[src/hdl/evtc_pkg.sv]
`timescale 1ns / 1ps
// Shared types and constants of the entity visibility tier classifier.
// No dependencies.
package evtc_pkg;
   localparam int SLOT_W    = 6;
   localparam int CNT_W     = 7;
   localparam int POS_W     = 32;
   localparam int TRIG_W    = 16;
   localparam int DIST_W    = 24;
   localparam int CSR_IDX_W = 3;
   localparam int OUT_DEPTH = 16;
   localparam int OUT_AW    = 4;

   localparam logic [CSR_IDX_W-1:0] CSR_NEAR_DIST = 3'd0;
   localparam logic [CSR_IDX_W-1:0] CSR_MID_DIST  = 3'd1;
   localparam logic [CSR_IDX_W-1:0] CSR_FAR_DIST  = 3'd2;
   localparam logic [CSR_IDX_W-1:0] CSR_NEAR_FACE = 3'd3;
   localparam logic [CSR_IDX_W-1:0] CSR_MID_FACE  = 3'd4;

   localparam logic [DIST_W-1:0] NEAR_DIST_RST = 24'd8960;
   localparam logic [DIST_W-1:0] MID_DIST_RST  = 24'd20480;
   localparam logic [DIST_W-1:0] FAR_DIST_RST  = 24'd38400;
   localparam logic signed [TRIG_W-1:0] NEAR_FACE_RST = -16'sd4096;
   localparam logic signed [TRIG_W-1:0] MID_FACE_RST  = -16'sd9011;
   localparam logic signed [TRIG_W-1:0] FACING_ONE    = 16'sd16384;

   typedef enum logic {OP_WRITE = 1'b0, OP_UPDATE = 1'b1} op_type;

   typedef enum logic [1:0] {
      TIER_FULL    = 2'd0,
      TIER_REDUCED = 2'd1,
      TIER_MINIMAL = 2'd2,
      TIER_DORMANT = 2'd3
   } tier_type;

   typedef struct packed {
      logic [DIST_W-1:0]        near_dist;
      logic [DIST_W-1:0]        mid_dist;
      logic [DIST_W-1:0]        far_dist;
      logic signed [TRIG_W-1:0] near_face;
      logic signed [TRIG_W-1:0] mid_face;
   } cfg_type;

   typedef struct packed {
      logic                     is_update;
      logic [SLOT_W-1:0]        slot;
      logic signed [POS_W-1:0]  pos_x;
      logic signed [POS_W-1:0]  pos_z;
      logic                     alive;
      logic signed [TRIG_W-1:0] sin_yaw;
      logic signed [TRIG_W-1:0] cos_yaw;
   } cmd_type;

   typedef struct packed {
      logic              empty;
      logic              last;
      logic              alive;
      logic [SLOT_W-1:0] slot;
   } meta_type;

   typedef struct packed {
      logic                     valid;
      meta_type                 meta;
      logic signed [POS_W-1:0]  cam_x;
      logic signed [POS_W-1:0]  cam_z;
      logic signed [TRIG_W-1:0] sin_yaw;
      logic signed [TRIG_W-1:0] cos_yaw;
   } issue_type;

   typedef struct packed {
      logic                       valid_entity;
      logic [SLOT_W-1:0]          slot;
      logic [1:0]                 tier;
      logic                       last;
      logic [3:0][CNT_W-1:0]      counts;
   } result_type;
endpackage

[src/hdl/evtc_front.sv]
`timescale 1ns / 1ps
// Front end: accepts items, drops rejected writes, queues commands.
// Depends on evtc_pkg.
module evtc_front #(
   parameter int SLOT_COUNT = 64
) (
   input  logic                  clock,
   input  logic                  reset,
   input  logic                  req_valid,
   output logic                  req_ready,
   input  logic                  req_op,
   input  logic [7:0]            req_slot_index,
   input  logic [31:0]           req_entity_id,
   input  logic signed [31:0]    req_pos_x,
   input  logic signed [31:0]    req_pos_z,
   input  logic                  req_alive,
   input  logic signed [15:0]    req_sin_yaw,
   input  logic signed [15:0]    req_cos_yaw,
   output logic                  cmd_valid,
   input  logic                  cmd_ready,
   output evtc_pkg::cmd_type     cmd
);
   import evtc_pkg::*;

   cmd_type    q_ff [2];
   logic       wp_ff, rp_ff;
   logic [1:0] cnt_ff;
   logic       push, pop, keep;
   cmd_type    new_cmd;

   assign keep = (op_type'(req_op) == OP_UPDATE) ||
                 (({1'b0, req_slot_index} < 9'(SLOT_COUNT)) && (req_entity_id != 32'd0));
   assign req_ready = (cnt_ff != 2'd2);
   assign push      = req_valid && req_ready && keep;
   assign cmd_valid = (cnt_ff != 2'd0);
   assign pop       = cmd_valid && cmd_ready;
   assign cmd       = q_ff[rp_ff];

   always_comb begin
      new_cmd.is_update = (op_type'(req_op) == OP_UPDATE);
      new_cmd.slot      = req_slot_index[SLOT_W-1:0];
      new_cmd.pos_x     = req_pos_x;
      new_cmd.pos_z     = req_pos_z;
      new_cmd.alive     = req_alive;
      new_cmd.sin_yaw   = req_sin_yaw;
      new_cmd.cos_yaw   = req_cos_yaw;
   end

   always_ff @(posedge clock) begin
      if (push) begin
         q_ff[wp_ff] <= new_cmd;
      end
   end

   always_ff @(posedge clock) begin
      if (reset) begin
         wp_ff  <= 1'b0;
         rp_ff  <= 1'b0;
         cnt_ff <= 2'd0;
      end else begin
         if (push) begin
            wp_ff <= ~wp_ff;
         end
         if (pop) begin
            rp_ff <= ~rp_ff;
         end
         cnt_ff <= cnt_ff + 2'(push) - 2'(pop);
      end
   end
endmodule

[config.mk]
export PLATFORM = sky130hd
export DESIGN_NAME = evtc_front
export DESIGN_NICKNAME = d
export VERILOG_FILES = /design/src/hdl/evtc_pkg.sv /design/src/hdl/evtc_front.sv
export SDC_FILE = /design/constraint.sdc
export NUM_CORES = 1
export LEC_CHECK = 0
export BUFFER_PORTS_ARGS = -buffer_cell sky130_fd_sc_hd__buf_2
export CAP_MARGIN = 20
export CELL_PAD_IN_SITES_DETAIL_PLACEMENT = 2
export CELL_PAD_IN_SITES_GLOBAL_PLACEMENT = 2
export CORE_UTILIZATION = 33
export DETAILED_ROUTE_END_ITERATION = 8
export HOLD_SLACK_MARGIN = 0.05
export PLACE_DENSITY_LB_ADDON = 0.25
export SETUP_SLACK_MARGIN = 0.02
export SYNTH_ARGS = -nofsm -noshare
export SYNTH_HDL_FRONTEND = slang
export SYNTH_SLANG_ARGS = --single-unit
[constraint.sdc]
create_clock -name clock -period 10 [get_ports clock]
set_input_delay 1 -clock clock [delete_from_list [all_inputs] [get_ports clock]]
set_output_delay 1 -clock clock [all_outputs]
set_load 0.01 [all_outputs]
==> qor_table.md <==
| Quantity | This run |
|:---|:---|
| Routed wirelength normalized by instance count | 18.4 um |
| Area growth from synthesis to layout | 29.7% |
| DIE AREA | 24500 um2 |
| CP arrival | 2.65 ns |
| Synth area leader | edfxtp_1 |
| Setup bufs post-CTS | 0 |
| Setup crit end kind | primary output |
| Number of remaining DRC errors | 0 |
| Worst setup timing slack at the placement stage | 6.51 ns |
| Status | completed |
| Required time of the critical path | 9.00 ns |
| Clock tree sinks | 213 |
| Final count of pins violating max slew | 0 |
| Maximum clock frequency | 0.274 GHz |
| Start-to-end type of the worst setup path | flop to primary output |
| GR Util All Layers | 14.1% |
| Number of global-route vias before repair | 4905 |
| Category of the worst setup path launch point | flop |
| Die H | 156 um |
| Number of register bits inferred by synthesis | 213 |
| Port Buffers | 247 |
| Global-route congestion overflow total | 0 |
| Setup WS post-layout | 6.35 ns |
| Clock tree from TritonCTS | done |
| Netlist area before placement | 7870 um2 |
| Number of hold buffers added after cts | 0 |
| Largest fanout on the critical path | 56 |
| Yosys Warn Count | 0 |
| Leading cell types in the layout, fill and taps excluded | buf_2 (247), edfxtp_1 (208), mux2_2 (104) |
| Pin count of the biggest net entering global routing | 58 |
| Synth Net Count | 514 |
| Max-cap violations | 0 |
| Initial Utilization | 33.6% |
| Relative slew slack | 44.8% |
| Source-to-sink clock delay at the later pin of the worst-skew pair | 0.50 ns |
| Final TNS setup | 0 ns |
| Die boundary width | 156 um |
| Detailed router's first-iteration violation count | 151 |
| Via density per instance | 4.54 |
| Internal reg-to-reg setup slack | 7.95 ns |
| Cell area power density | 241 nW/um2 |
| Number of setup violations in the final report | 0 |
| Most common cell after layout, fill and taps aside | buf_2 |
| Avg Cell Area, Syn | 21.3 um2 |
| Post-route minimum period | 3.65 ns |
| Net total in the final layout | 780 |
| Met2 track demand over resource in global routing | 25.4% |
| Share of async-settable or async-resettable flops after synthesis | 0% |
| Proportion of layout cells with a drive suffix above 1 | 60.3% |
| Detailed placement HPWL | 12.0 mm |
| Netlist cell types | 27 |
| Ant. Diodes | 0 |
| Largest vdd supply drop | 0.000111 V |
| Synth top area cells | edfxtp_1 (79%), mux2_2 (15%), dfxtp_1 (1.3%) |
| Layer with the highest usage after global routing | met2 |
| Via count | 4403 |
| Maximum buffer depth of the clock tree | 3 |
| Final clock skew | 0.00748 ns |
| Area share of the largest cell type after synthesis | 79.4% |
| Final core area utilization | 43.6% |
| Initial DRT Pass Iterations | 4 |
| Transition time at the pin with the least slew margin | 0.828 ns |
| Final hold violation count | 0 |
| Worst Hold Depth | 2 |
| Met1 capacity usage during global routing | 16.2% |
| Tcrit/Tclk final | 36.5% |
| Wire length of the first global-routing pass | 26.4 mm |
| Worst hold-check path type | flop to flop |
| Number of gates given a new drive strength after cts | 0 |
| Clock Pin Slew Worst Setup and Hold Paths | 0.06 ns |
| Final Wtd Congestion | 0.735 |
| FF-to-FF path depth | 5 |
| RSZ-0062 raised after global routing | false |
| Antenna-violating nets left | 0 |
| Pleak | 3.77 nW |
| CTS root buffer | clkbuf_16 |
| Met3 routing resource usage after global routing | 4.29% |
| Rows | 56 |
| Number of buffers added by the clock tree synthesis step | 24 |
| Dominant synthesized flop cell | edfxtp_1 |
| Sequential area share after synthesis | 80.6% |
| Gate count of the mapped netlist | 370 |
| Standard cell core area | 23400 um2 |
| Initial antenna violation count | 1 |
| Number of enable-type register cells in the synthesized netlist | 208 |
| Ports | 248 |
| Routed wire length | 17.9 mm |
| Level count of the clock H-tree | 1 |
==> worst paths after layout <==
path | startpoint | endpoint
setup / recovery | flop | cmd[63]
hold reg to reg | rp_ff$_SDFFE_PP0P_ | flop
hold / removal | rp_ff$_SDFFE_PP0P_ | flop
setup reg to reg | cnt_ff[0]$_SDFF_PP0_ | q_ff[1][56]$_DFFE_PP_
==> per-layer routing <==
layer | share of wire, % | vias up
li1 | - | 2002
met1 | 39 | 2192
met3 | 7.9 | 30
met2 | 51 | 179
met4 | 2.0 | 0
met5 | 0 | -
==> synthesized netlist by cell type, drive strengths merged, types with 2 or more instances <==
| cell type | instances |
|---|---|
| buf | 11 |
| mux2 | 104 |
| dfxtp | 5 |
| o211ai | 2 |
| and2 | 2 |
| inv | 2 |
| ha | 2 |
| edfxtp | 208 |
| nand2 | 3 |
| xnor2 | 2 |
| nor2 | 7 |
| nand4 | 2 |
| nor4 | 8 |
==> layout make-up <==
cell class | count | area (um2)
multi-input cells | 143 | 1470
well taps | 319 | 399
repair buffers | 252 | 1270
clock inverters | 3 | 11.3
clock buffers | 37 | 701
flip-flops and latches | 213 | 6350
fillers | 2278 | 13200
inverters | 2 | 7.51
==> critical path: stages, from the launching register on <==
cell and delay [ns]:
dfxtp_4 0.79, buf_4 0.72, mux2_2 0.42, buf_2 0.15
==> flip-flops by register name, indices dropped and copies added, names as in the netlist, named ones only <==
name    flops
rp_ff       1
cnt_ff      2
wp_ff       1
q_ff      208
==> metrics by stage <==
stage	cell area [um2]	total power (W)	instances	hold slack, ns
5_1_grt	10200	0.00258	969	0.585
6_report	10200	0.00246	969	0.529
3_5_place_dp	9500	0.00170	929	0.526
3_3_place_gp	9500	0.00168	929	0.496
4_1_cts	10200	0.00251	969	0.546
2_1_floorplan	7870	0.00149	370	0.481
==> report_power, final <==
| group | switching [W] | total, W | internal [W] |
|---|---|---|---|
| clock network | 0.000323 | 0.000798 | 0.000476 |
| registers | 0.0000505 | 0.00114 | 0.00109 |
| logic | 0.000273 | 0.000528 | 0.000255 |
==> logic make-up after synthesis <==
group | synth area share, %
DFF | 80.6
muxes | 14.9
and+or+nand+nor | 2.07
buffers and inverters | 1.03
AOI/OAI and AO/OA | 0.715
xor gates and xnor gates | 0.334
adders and majority gates | 0.318
Note: power is estimated with default switching activity, not from simulation.
